===== config.mk =====
export PLATFORM = sky130hd
export DESIGN_NAME = iir_filter_transposed_df2
export DESIGN_NICKNAME = d
export VERILOG_FILES = /design/src/design/iir_tdf2_pkg.sv /design/src/design/iir_filter_transposed_df2.sv /design/src/design/iir_tdf2_seq.sv /design/src/design/iir_tdf2_dp.sv
export SDC_FILE = /design/constraint.sdc
export NUM_CORES = 2
export LEC_CHECK = 0
export BUFFER_PORTS_ARGS = -buffer_cell sky130_fd_sc_hd__buf_2
export CAP_MARGIN = 5
export CELL_PAD_IN_SITES_DETAIL_PLACEMENT = 0
export CELL_PAD_IN_SITES_GLOBAL_PLACEMENT = 2
export CORE_ASPECT_RATIO = 1.25
export CORE_MARGIN = 2
export CORE_UTILIZATION = 46
export CTS_CLUSTER_DIAMETER = 40
export DETAILED_ROUTE_END_ITERATION = 10
export GPL_TIMING_DRIVEN = 0
export PLACE_DENSITY = 0.95
export SLEW_MARGIN = 25
export SYNTH_ARGS = -nofsm -noshare
export SYNTH_HDL_FRONTEND = slang
export SYNTH_SLANG_ARGS = --single-unit

===== constraint.sdc =====
create_clock -name aclk -period 17.8 [get_ports aclk]
set_clock_uncertainty 0.05 [all_clocks]
set_input_delay 3.56 -clock aclk [delete_from_list [all_inputs] [get_ports aclk]]
set_output_delay 3.56 -clock aclk [all_outputs]
set_load 0.02 [all_outputs]

===== src/design/iir_tdf2_pkg.sv =====
package iir_tdf2_pkg;

    localparam int SAMPLE_W   = 24;
    localparam int COEF_W     = 24;
    localparam int STATE_W    = 48;
    localparam int ACC_W      = 50;
    localparam int FRAC_BITS  = 20;
    localparam int ORDER_W    = 2;
    localparam int COEF_PAIRS = 3;
    localparam int CFG_IDX_W  = 3;
    localparam int CFG_DATA_W = 24;
    localparam int STEP_W     = 3;

    typedef logic signed [SAMPLE_W-1:0] sample_t;
    typedef logic signed [COEF_W-1:0]   coef_t;
    typedef logic signed [STATE_W-1:0]  state_t;
    typedef logic signed [ACC_W-1:0]    acc_t;
    typedef logic [COEF_PAIRS:1][COEF_W-1:0] coef_bank_t;

    // Configuration register indexes
    localparam logic [CFG_IDX_W-1:0] REG_ORDER = 3'd0;
    localparam logic [CFG_IDX_W-1:0] REG_B0    = 3'd1;
    localparam logic [CFG_IDX_W-1:0] REG_B1    = 3'd2;
    localparam logic [CFG_IDX_W-1:0] REG_B2    = 3'd3;
    localparam logic [CFG_IDX_W-1:0] REG_B3    = 3'd4;
    localparam logic [CFG_IDX_W-1:0] REG_A1    = 3'd5;
    localparam logic [CFG_IDX_W-1:0] REG_A2    = 3'd6;
    localparam logic [CFG_IDX_W-1:0] REG_A3    = 3'd7;

    localparam coef_t  COEF_ONE   = 24'sh100000;
    localparam sample_t SAMPLE_MAX = 24'sh7FFFFF;
    localparam sample_t SAMPLE_MIN = 24'sh800000;
    localparam state_t STATE_MAX  = 48'sh7FFF_FFFF_FFFF;
    localparam state_t STATE_MIN  = 48'sh8000_0000_0000;
    localparam acc_t   ROUND_HALF = acc_t'(1) <<< (FRAC_BITS - 1);

    // Program steps
    localparam logic [STEP_W-1:0] ST_IDLE    = 3'd0;
    localparam logic [STEP_W-1:0] ST_MUL_B0  = 3'd1;
    localparam logic [STEP_W-1:0] ST_SUM_D0  = 3'd2;
    localparam logic [STEP_W-1:0] ST_OUT     = 3'd3;
    localparam logic [STEP_W-1:0] ST_TAP_BX  = 3'd4;
    localparam logic [STEP_W-1:0] ST_TAP_AY  = 3'd5;
    localparam logic [STEP_W-1:0] ST_TAP_SUB = 3'd6;
    localparam logic [STEP_W-1:0] ST_TAP_WR  = 3'd7;

    typedef enum logic [2:0] {
        ACC_HOLD,
        ACC_LOAD_D,
        ACC_PROD_D,
        ACC_ADD_P,
        ACC_SUB_P
    } acc_op_t;

    typedef enum logic [1:0] {
        JMP_NEXT,
        JMP_WAIT_IN,
        JMP_WAIT_OUT,
        JMP_LOOP
    } jmp_t;

    typedef struct packed {
        logic              take_in;
        logic              mul_en;
        logic              mul_y;
        logic              coef_head;
        acc_op_t           acc_op;
        logic              rd_head;
        logic              y_we;
        logic              d_we;
        logic              k_clr;
        logic              k_inc;
        jmp_t              jmp;
        logic [STEP_W-1:0] target;
    } ucode_t;

    typedef struct packed {
        logic    mul_en;
        logic    mul_y;
        logic    coef_head;
        acc_op_t acc_op;
        logic    rd_head;
        logic    rd_zero;
        logic    y_we;
        logic    d_we;
    } dp_ctrl_t;

    // Microprogram store
    function automatic ucode_t ucode_rom(input logic [STEP_W-1:0] step);
        ucode_t w;
        w        = '0;
        w.acc_op = ACC_HOLD;
        w.jmp    = JMP_NEXT;
        unique case (step)
            ST_IDLE: begin
                w.take_in = 1'b1;
                w.k_clr   = 1'b1;
                w.jmp     = JMP_WAIT_IN;
            end
            ST_MUL_B0: begin
                w.mul_en    = 1'b1;
                w.coef_head = 1'b1;
            end
            ST_SUM_D0: begin
                w.acc_op  = ACC_PROD_D;
                w.rd_head = 1'b1;
            end
            ST_OUT: begin
                w.y_we = 1'b1;
                w.jmp  = JMP_WAIT_OUT;
            end
            ST_TAP_BX: begin
                w.mul_en = 1'b1;
                w.acc_op = ACC_LOAD_D;
            end
            ST_TAP_AY: begin
                w.mul_en = 1'b1;
                w.mul_y  = 1'b1;
                w.acc_op = ACC_ADD_P;
            end
            ST_TAP_SUB: begin
                w.acc_op = ACC_SUB_P;
            end
            ST_TAP_WR: begin
                w.d_we   = 1'b1;
                w.k_inc  = 1'b1;
                w.jmp    = JMP_LOOP;
                w.target = ST_TAP_BX;
            end
        endcase
        return w;
    endfunction

    // Round half up, drop the fraction, clamp to the sample range
    function automatic sample_t round_sat_out(input acc_t a);
        acc_t t;
        acc_t s;
        t = a + ROUND_HALF;
        s = t >>> FRAC_BITS;
        if (s > acc_t'(SAMPLE_MAX)) begin
            return SAMPLE_MAX;
        end else if (s < acc_t'(SAMPLE_MIN)) begin
            return SAMPLE_MIN;
        end
        return s[SAMPLE_W-1:0];
    endfunction

    function automatic state_t sat_state(input acc_t a);
        if (a > acc_t'(STATE_MAX)) begin
            return STATE_MAX;
        end else if (a < acc_t'(STATE_MIN)) begin
            return STATE_MIN;
        end
        return a[STATE_W-1:0];
    endfunction

endpackage


===== src/design/iir_filter_transposed_df2.sv =====
// Transposed direct form II IIR filter, order 1 to 3 (capped by MAX_ORDER),
// a0 fixed at one, coefficients signed Q4.20. One 24-bit sample in, one
// filtered sample out, rounded half up and saturated; the 48-bit delay line
// saturates too. A single 24x24 multiplier is shared by all products under
// a small microprogram: four steps to load, form b0*x + d0 and issue the
// result, then four steps for each tap in use. The result waits in an
// output register, so the next sample is taken while it is still pending.
// Any write to filter_order clears the delay line; an order of zero acts as
// order one. Configuration must be written only while the filter is idle;
// the block itself does not enforce this.
module iir_filter_transposed_df2 import iir_tdf2_pkg::*; #(
    parameter int MAX_ORDER = 3
) (
    input  logic                  aclk,
    input  logic                  aresetn,
    // Input stream
    input  logic                  s_tvalid,
    output logic                  s_tready,
    input  logic [SAMPLE_W-1:0]   s_tdata,   // [23:0] sample_in
    input  logic                  s_tlast,   // block_end
    // Result stream
    output logic                  m_tvalid,
    input  logic                  m_tready,
    output logic [SAMPLE_W-1:0]   m_tdata,   // [23:0] sample_out
    output logic                  m_tlast,   // end_of_block
    // Configuration write port
    input  logic                  cfg_we,
    input  logic [CFG_IDX_W-1:0]  cfg_index,
    input  logic [CFG_DATA_W-1:0] cfg_wdata
);

    localparam int K_W = $clog2(MAX_ORDER + 1);
    localparam int LIM = (MAX_ORDER < COEF_PAIRS) ? MAX_ORDER : COEF_PAIRS;

    logic [ORDER_W-1:0] order_reg;
    coef_t              coef_b0_reg;
    coef_bank_t         coef_b_reg;
    coef_bank_t         coef_a_reg;
    logic [ORDER_W-1:0] n_eff;
    logic               order_wr;

    logic               last_reg;
    logic               m_tvalid_reg, m_tvalid_next;
    sample_t            m_tdata_reg;
    logic               m_tlast_reg;

    logic               in_ready;
    logic               in_xfer;
    logic               out_free;
    dp_ctrl_t           ctrl;
    logic [K_W-1:0]     k;
    sample_t            y_next;

    // Configuration registers; an order write also clears the delay line
    always_ff @(posedge aclk) begin
        if (!aresetn) begin
            order_reg   <= ORDER_W'(1);
            coef_b0_reg <= COEF_ONE;
            coef_b_reg  <= '0;
            coef_a_reg  <= '0;
        end else if (cfg_we) begin
            unique case (cfg_index)
                REG_ORDER: order_reg     <= cfg_wdata[ORDER_W-1:0];
                REG_B0:    coef_b0_reg   <= cfg_wdata;
                REG_B1:    coef_b_reg[1] <= cfg_wdata;
                REG_B2:    coef_b_reg[2] <= cfg_wdata;
                REG_B3:    coef_b_reg[3] <= cfg_wdata;
                REG_A1:    coef_a_reg[1] <= cfg_wdata;
                REG_A2:    coef_a_reg[2] <= cfg_wdata;
                REG_A3:    coef_a_reg[3] <= cfg_wdata;
            endcase
        end
    end

    assign order_wr = cfg_we && (cfg_index == REG_ORDER);

    // Clamp the order into 1 .. LIM
    always_comb begin
        priority if (order_reg == '0) begin
            n_eff = ORDER_W'(1);
        end else if (order_reg > ORDER_W'(LIM)) begin
            n_eff = ORDER_W'(LIM);
        end else begin
            n_eff = order_reg;
        end
    end

    assign in_xfer  = s_tvalid && in_ready;
    assign out_free = !m_tvalid_reg || m_tready;

    iir_tdf2_seq #(
        .MAX_ORDER (MAX_ORDER),
        .K_W       (K_W)
    ) u_seq (
        .aclk     (aclk),
        .aresetn  (aresetn),
        .n_eff    (n_eff),
        .in_valid (s_tvalid),
        .out_free (out_free),
        .in_ready (in_ready),
        .ctrl     (ctrl),
        .k        (k)
    );

    iir_tdf2_dp #(
        .MAX_ORDER (MAX_ORDER),
        .K_W       (K_W)
    ) u_dp (
        .aclk      (aclk),
        .aresetn   (aresetn),
        .ctrl      (ctrl),
        .k         (k),
        .in_load   (in_xfer),
        .in_sample (s_tdata),
        .coef_b0   (coef_b0_reg),
        .coef_b    (coef_b_reg),
        .coef_a    (coef_a_reg),
        .d_clear   (order_wr),
        .y_next    (y_next)
    );

    // Hold the block marker alongside the sample in flight
    always_ff @(posedge aclk) begin
        if (in_xfer) begin
            last_reg <= s_tlast;
        end
    end

    // Output register: load when the result step advances, drop on transfer
    always_comb begin
        if (ctrl.y_we) begin
            m_tvalid_next = 1'b1;
        end else if (m_tready) begin
            m_tvalid_next = 1'b0;
        end else begin
            m_tvalid_next = m_tvalid_reg;
        end
    end

    always_ff @(posedge aclk) begin
        if (!aresetn) begin
            m_tvalid_reg <= 1'b0;
        end else begin
            m_tvalid_reg <= m_tvalid_next;
        end
    end

    always_ff @(posedge aclk) begin
        if (ctrl.y_we) begin
            m_tdata_reg <= y_next;
            m_tlast_reg <= last_reg;
        end
    end

    assign s_tready = in_ready;
    assign m_tvalid = m_tvalid_reg;
    assign m_tdata  = m_tdata_reg;
    assign m_tlast  = m_tlast_reg;

endmodule


===== src/design/iir_tdf2_seq.sv =====
module iir_tdf2_seq import iir_tdf2_pkg::*; #(
    parameter int MAX_ORDER = 3,
    parameter int K_W       = $clog2(MAX_ORDER + 1)
) (
    input  logic               aclk,
    input  logic               aresetn,
    input  logic [ORDER_W-1:0] n_eff,
    input  logic               in_valid,
    input  logic               out_free,
    output logic               in_ready,
    output dp_ctrl_t           ctrl,
    output logic [K_W-1:0]     k
);

    logic [STEP_W-1:0] step_reg, step_next;
    logic [K_W-1:0]    k_reg, k_next;
    ucode_t            uw;
    logic [K_W+1:0]    kp1;
    logic              more;
    logic              advance;

    assign uw   = ucode_rom(step_reg);
    assign kp1  = {2'b00, k_reg} + (K_W+2)'(1);
    assign more = kp1 < (K_W+2)'(n_eff);

    always_comb begin
        unique case (uw.jmp)
            JMP_WAIT_IN:  advance = in_valid;
            JMP_WAIT_OUT: advance = out_free;
            default:      advance = 1'b1;
        endcase
    end

    always_comb begin
        step_next = step_reg;
        if (advance) begin
            if (uw.jmp == JMP_LOOP) begin
                step_next = more ? uw.target : ST_IDLE;
            end else begin
                step_next = step_reg + STEP_W'(1);
            end
        end
    end

    always_comb begin
        k_next = k_reg;
        if (advance && uw.k_clr) begin
            k_next = '0;
        end else if (advance && uw.k_inc) begin
            k_next = k_reg + K_W'(1);
        end
    end

    always_ff @(posedge aclk) begin
        if (!aresetn) begin
            step_reg <= ST_IDLE;
            k_reg    <= '0;
        end else begin
            step_reg <= step_next;
            k_reg    <= k_next;
        end
    end

    // Gate every write with advance so a stalled step changes nothing
    always_comb begin
        ctrl.mul_en    = uw.mul_en && advance;
        ctrl.mul_y     = uw.mul_y;
        ctrl.coef_head = uw.coef_head;
        ctrl.acc_op    = advance ? uw.acc_op : ACC_HOLD;
        ctrl.rd_head   = uw.rd_head;
        ctrl.rd_zero   = !more;
        ctrl.y_we      = uw.y_we && advance;
        ctrl.d_we      = uw.d_we && advance;
    end

    assign in_ready = uw.take_in;
    assign k        = k_reg;

endmodule


===== src/design/iir_tdf2_dp.sv =====
module iir_tdf2_dp import iir_tdf2_pkg::*; #(
    parameter int MAX_ORDER = 3,
    parameter int K_W       = $clog2(MAX_ORDER + 1)
) (
    input  logic           aclk,
    input  logic           aresetn,
    input  dp_ctrl_t       ctrl,
    input  logic [K_W-1:0] k,
    input  logic           in_load,
    input  sample_t        in_sample,
    input  coef_t          coef_b0,
    input  coef_bank_t     coef_b,
    input  coef_bank_t     coef_a,
    input  logic           d_clear,
    output sample_t        y_next
);

    localparam int IDX_W = (MAX_ORDER > 1) ? $clog2(MAX_ORDER) : 1;

    sample_t        x_reg;
    sample_t        y_reg;
    state_t         prod_reg;
    acc_t           acc_reg, acc_next;
    state_t         delay_reg [MAX_ORDER];
    logic [K_W+1:0] kp1;
    logic [1:0]     coef_idx;
    sample_t        op_sel;
    coef_t          coef_sel;
    state_t         prod_next;
    state_t         d_rd;

    assign kp1      = {2'b00, k} + (K_W+2)'(1);
    assign coef_idx = kp1[1:0];

    always_comb begin
        op_sel = ctrl.mul_y ? y_reg : x_reg;
        if (ctrl.coef_head) begin
            coef_sel = coef_b0;
        end else if (ctrl.mul_y) begin
            coef_sel = $signed(coef_a[coef_idx]);
        end else begin
            coef_sel = $signed(coef_b[coef_idx]);
        end
        prod_next = state_t'(op_sel) * state_t'(coef_sel);
    end

    // Past the last tap the next entry reads as zero
    always_comb begin
        if (ctrl.rd_head) begin
            d_rd = delay_reg[0];
        end else if (ctrl.rd_zero) begin
            d_rd = '0;
        end else begin
            d_rd = delay_reg[kp1[IDX_W-1:0]];
        end
    end

    always_comb begin
        unique case (ctrl.acc_op)
            ACC_LOAD_D: acc_next = acc_t'(d_rd);
            ACC_PROD_D: acc_next = acc_t'(prod_reg) + acc_t'(d_rd);
            ACC_ADD_P:  acc_next = acc_reg + acc_t'(prod_reg);
            ACC_SUB_P:  acc_next = acc_reg - acc_t'(prod_reg);
            default:    acc_next = acc_reg;
        endcase
    end

    assign y_next = round_sat_out(acc_reg);

    always_ff @(posedge aclk) begin
        if (in_load) begin
            x_reg <= in_sample;
        end
        if (ctrl.mul_en) begin
            prod_reg <= prod_next;
        end
        if (ctrl.y_we) begin
            y_reg <= y_next;
        end
        acc_reg <= acc_next;
    end

    always_ff @(posedge aclk) begin
        if (!aresetn || d_clear) begin
            for (int i = 0; i < MAX_ORDER; i++) begin
                delay_reg[i] <= '0;
            end
        end else if (ctrl.d_we) begin
            delay_reg[k[IDX_W-1:0]] <= sat_state(acc_reg);
        end
    end

endmodule


## Yosys cells after proc, flatten, opt, wreduce, memory -nomap -nowiden

Memory sizes are Yosys's and may differ from the RTL's.
Cells that the tools add are included.

- Multiply operators: 1
- Eq/ne operators: 21
- Magnitude comparators: 7
- Bitwise logic cells: 1
- Add/subtract/negate cells: 7
- Reductions and logical operators: 26
- Mux-type cells: 50

Operators by type and width:

| cell | count |
|---|---|
| 48-bit two-way mux | 8 |
| 50-bit case mux with 4 select lines | 1 |
| 24-bit two-way mux | 8 |
| 24-bit binary-select mux with 2-bit select | 2 |
| 50-bit by 21-bit adder with 50-bit output, second input constant | 1 |
| 50-bit by 48-bit adder with 50-bit output | 1 |
| 50-bit by 48-bit > comparator with 1-bit output, second input constant | 1 |
| 50-bit by 48-bit < comparator with 1-bit output, second input constant | 1 |
| 50-bit by 48-bit subtractor with 50-bit output | 1 |
| 48-bit by 48-bit adder with 49-bit output | 1 |
| 24-bit by 24-bit multiplier with 48-bit output | 1 |
| 48-bit OR reduction | 1 |
| 30-bit by 24-bit > comparator with 1-bit output, second input constant | 1 |
| 30-bit by 24-bit < comparator with 1-bit output, second input constant | 1 |
| 3-bit equality test, second input constant | 9 |
| 1-bit two-way mux | 21 |
| 3-bit by 2-bit equality test with 1-bit output, second input constant | 6 |
| 2-bit AND reduction | 8 |
| 3-bit two-way mux | 4 |
| 3-bit case mux with 4 select lines | 1 |
| 3-bit by 1-bit equality test with 1-bit output, second input constant | 3 |
| 1-bit logical AND | 6 |
| 3-bit zero test | 2 |
| 2-bit two-way mux | 3 |
| other kinds (18) | 21 |

- Bits in writable memories: 144
- Input bits: 57
- Output and inout port bits: 27
- Word-level logic and storage cells: 131
- Bits in registers: 324
- Memories: 1

Memory list:

| name | words | bits a word | read ports | clocked after memory_dff | wr ports | line | RTL |
|---|---|---|---|---|---|---|---|
| u_dp.delay_reg | 3 | 48 | 2 | 0 | 3 | iir_tdf2_dp.sv:24 | `state_t delay_reg [MAX_ORDER];` |

## Depth between registers and ports, before layout

- Word-level depth: 11
- Gate-level depth with buffers: 41
- Mapped depth without buffers: 34

## Hierarchy

A second synthesis with hierarchy kept.

- Cells, all modules: 5037
- Area total of the unflattened synthesis: 50563.5 sq um

By module, submodules not included:

| module | cells an instance | area an instance (sq um) | seq. area each (sq um) | times used |
|---|---|---|---|---|
| iir_tdf2_dp | 4357 | 42951.2 | 10149.7 | 1 |
| iir_filter_transposed_df2 | 624 | 7134.3 | 4204.0 | 1 |
| iir_tdf2_seq | 56 | 478.0 | 100.1 | 1 |

## Worst setup path before layout

No wires, ideal clock.

- Path kind: register -> register
- Start point: register u_seq.k_reg[0], in the netlist u_seq.k[0]
- End point: register u_dp.prod_reg[47] (data pin)
- Stages on the path, launching flop included: 35
- Arrival time: 10.109 ns
- Period minus slack after synthesis: 10.415 ns
- Library setup time: 0.256 ns
- Setup slack: 7.385 ns
- Required time: 17.494 ns
- Path buffers: 7
- Cells stage by stage: dfxtp_1 > clkbuf_1 > buf_2 > inv_1 > clkbuf_1 > buf_1 > ha_1 > buf_1 > clkbuf_1 > mux4_2 > nand2_1 > o211ai_1 > o21ai_1 > clkbuf_1 > nor2_1 > fa_1 > fa_1 > inv_1 > fa_1 > inv_1 > fa_1 > fa_1 > fa_1 > inv_1 > fa_1 > inv_1 > ha_1 > a21oi_1 > o21ai_0 > a21o_1 > nor3_1 > a211o_1 > a31oi_1 > or4_1 > and4_1

- Longest elaborated chain between the ends: 6
- Elaborated cells on any way between the ends: 8
- Classes of those cells: 1 x add/sub; 1 x mul; 6 x mux

RTL lines:

| item | line | RTL |
|---|---|---|
| start: declaration | iir_tdf2_seq.sv:16 | `logic [K_W-1:0] k_reg, k_next;` |
| start signal: assignment | iir_tdf2_seq.sv:60 | `k_reg <= k_next;` |
| 2-bit by 1-bit adder with 3-bit output (*) | iir_tdf2_dp.sv:32 | `assign kp1 = {2'b00, k} + (K_W+2)'(1);` |
| via u_dp.kp1[0] | iir_tdf2_dp.sv:25 | `logic [K_W+1:0] kp1;` |
| 24-bit binary-select mux with 2-bit select (on tied branches) | iir_tdf2_dp.sv:42, iir_tdf2_dp.sv:40 |  |
| 24-bit two-way mux (on tied branches) | iir_tdf2_dp.sv:42, iir_tdf2_dp.sv:40 |  |
| 24-bit two-way mux (*) | iir_tdf2_dp.sv:39 | `end else if (ctrl.mul_y) begin` |
| 24-bit two-way mux (*) | iir_tdf2_dp.sv:37 | `if (ctrl.coef_head) begin` |
| 24-bit by 24-bit multiplier with 48-bit output (*) | iir_tdf2_dp.sv:44 | `prod_next = state_t'(op_sel) * state_t'(coef_sel);` |
| via u_dp.prod_next[47] | iir_tdf2_dp.sv:29 | `state_t prod_next;` |
| end signal: assignment | iir_tdf2_dp.sv:75 | `prod_reg <= prod_next;` |
| end: declaration | iir_tdf2_dp.sv:22 | `state_t prod_reg;` |

The timed path passes the listed nets; every way through them passes the cells marked *. The select of a mux whose other input is x is not followed.
A chain may end at the register's enable or synchronous reset.

## Final worst setup path

Same ends and word-level chain as after synthesis.

==> reports/results.ini <==
[timing]
setup_viol = 0
finalHoldViolCount = 0
fmax_mhz = 72.11
rsz0062_at_grt = false
slew_headroom = 0.1789
setup_tns_ns = 0
fin_crit_ns = 13.87
fin_crit_sh = 0.7791
tightest_slew_ns = 1.232
slew_violations = 0

[global_route]
gr-total-overflow = 0
grt_pass1_vias = 41320
track_usage = 0.3224
grt_max_degree = 42
grt_pass1_wl_mm = 265.4
grt_antenna_before_repair = 3

[cells_and_area]
nFillCells = 10260
final_layout_size_suffix_gt1_frac = 0.07104
largest_reg_flops = 192
layout_common_cells = 870 x nand2_1, 711 x inv_1, 609 x fa_1
final_common_cell = nand2_1
fin_nets = 6486
area_growth_pct = 10.26

[placed_design]
gp_congestion = 0.9798
portBuffers = 79
hpwl_mm = 145.5

[synth]
synth_edf_count = 340
synth_xor_area_frac = 0.03550
syn_nets = 6312
synthesis.area_um2 = 50290
synthesis.instances = 5399
synth_compound_area_frac = 0.1290
ys.flop_type = edfxtp_1
synthArstFlopShare = 0
synth_top_family_by_area = adder cells
synthMuxAreaShare = 0.04202
yosys_warnings = 0
ys_ff_latch = 516
syn_area_per_cell_um2 = 9.315
synth_fa_ha_area_frac = 0.3039
yosysSeqAreaShare = 0.2731
synth-simple-area-share = 0.1431
yosysUniqueCellTypes = 92

[setup_path]
path_max_fanout = 11
cp_data_arrival_time_ns = 14.21
max_stage_delay_ns = 0.80
path_common_cell = fa_1
cp-start-kind = flip-flop
cp_slowest_cell = fa_1
worstSetupPathType = flip-flop to flip-flop
cp.required_ns = 18.14
end_kind = flip-flop

[detailed_routing]
viasPerCell = 5.787
drc_errors = 0
firstDrtPassIters = 8
routedWlPerCell_um = 25.35
dr.first_iter.drc_count = 3600
wirelength_mm = 179.2
num_vias = 40910
postRouteAntennaNets = 0

[floorplanning]
row_count = 135
die_area_um2 = 112000
die_w_um = 299.7
start_util = 0.4638
fp.dieH_um = 373.7
ios = 84
core-area_um2 = 108400

[clock_tree]
cts_tree = yes
clock_latency_ns = 0.67
cts_buffer_depth = 3
cts_made_buffers = 70
numClockSinks = 516
htreeDepth = 3
root_buffer = clkbuf_16
cts_resized = 0
post_cts_buffers = 0
clk_pin_slew_ns = 0.06
postCtsHoldBufs = 0

[outcome]
outcome = complete, no violations

[job]
maxCapViolations = 0

[hold_path]
hold_path.class = flip-flop to flip-flop

-- per-stage QoR --
step | cells | util | worst slack, ns | hold slack, ns | area, um^2
floorplan | 5399 | - | 7.385 | 0.3503 | 50290
global placement | 6916 | 0.4840 | 2.833 | 0.3535 | 52490
detailed placement | 6938 | 0.4882 | 3.577 | 0.3715 | 52940
CTS | 7068 | 0.5113 | 3.578 | 0.3720 | 55440
global route | 7069 | 0.5114 | 3.302 | 0.3904 | 55450
finish | 7070 | 0.5114 | 3.932 | 0.3706 | 55450
-- synth_stat cells (23+ instances only) --
master    number  area [um^2]
nand2_1      873         3277
inv_1        712         2673
fa_1         609        12190
nor2_1       543         2038
edfxtp_1     340        10210
a21oi_1      255         1276
ha_1         247         3090
clkbuf_1     231        867.1
dfxtp_1      176         3523
a21boi_0     173         1299
o21ai_0      166        830.8
xnor2_1      117         1025
xor2_1        85        744.5
mux2i_1       75        750.7
a21o_1        72        540.5
nand3_1       58        290.3
nor3_1        42        210.2
mux4_2        41        923.4
mux2_2        39        439.2
nand2b_1      35        219.0
o31ai_1       32        240.2
a22oi_1       31        232.7
nor2b_1       27        168.9
o21bai_1      27        202.7
o221ai_1      24        210.2
and2_1        23        143.9
-- cell type report --
class	count	area (um^2)	area share
well taps	1438	1799	0.03245
clock buffers	80	1842	0.03321
repair buffers	102	713.2	0.01286
multi-input cells	3906	33010	0.5952
plain buffers	265	1032	0.01861
inverters	712	2673	0.04819
clock inverters	50	654.4	0.01180
diodes	1	2.502	0.00004513
flip-flops and latches	516	13730	0.2476
-- cells by family after synthesis --
family                   count (synthesis)
AO/OA/AOI/OAI                          977
XOR/XNOR                               203
adder cells (fa/ha/maj)                856
buffers and inverters                  977
flip-flops                             516
multiplexers                           155
AND/OR/NAND/NOR                       1715
-- critical path: cells and delay by family (launching register included) --
family / cells / cell delay, ns
fa+ha+maj: 9 / 4.94
mux: 1 / 0.31
buf+inv: 14 / 5.21
flops: 1 / 0.36
compound gates: 7 / 1.74
simple gates: 4 / 0.95
-- routing by layer --
metal,track usage,vias to the layer above,wire length [um]
li1,-,18150,-
met1,0.3958,20520,67730
met2,0.5386,1754,86520
met3,0.04808,490,12410
met4,0.1891,6,12500
met5,0,-,36
-- worst paths after layout --
| check | start | to | slack, ns | cells after the start |
|---|---|---|---|---|
| worst max-delay path | u_seq.k[0] | u_dp.prod_reg[47] | 3.93 | 35 |
| worst min-delay path | last_reg | m_tlast | 0.37 | 0 |
| worst max register to register | u_seq.k[0] | u_dp.prod_reg[47] | 3.93 | 35 |
| worst min register to register | last_reg | m_tlast | 0.37 | 0 |
Power is not shown: default switching activity piles up to over one toggle a cycle in this logic, so the estimate is an artifact.
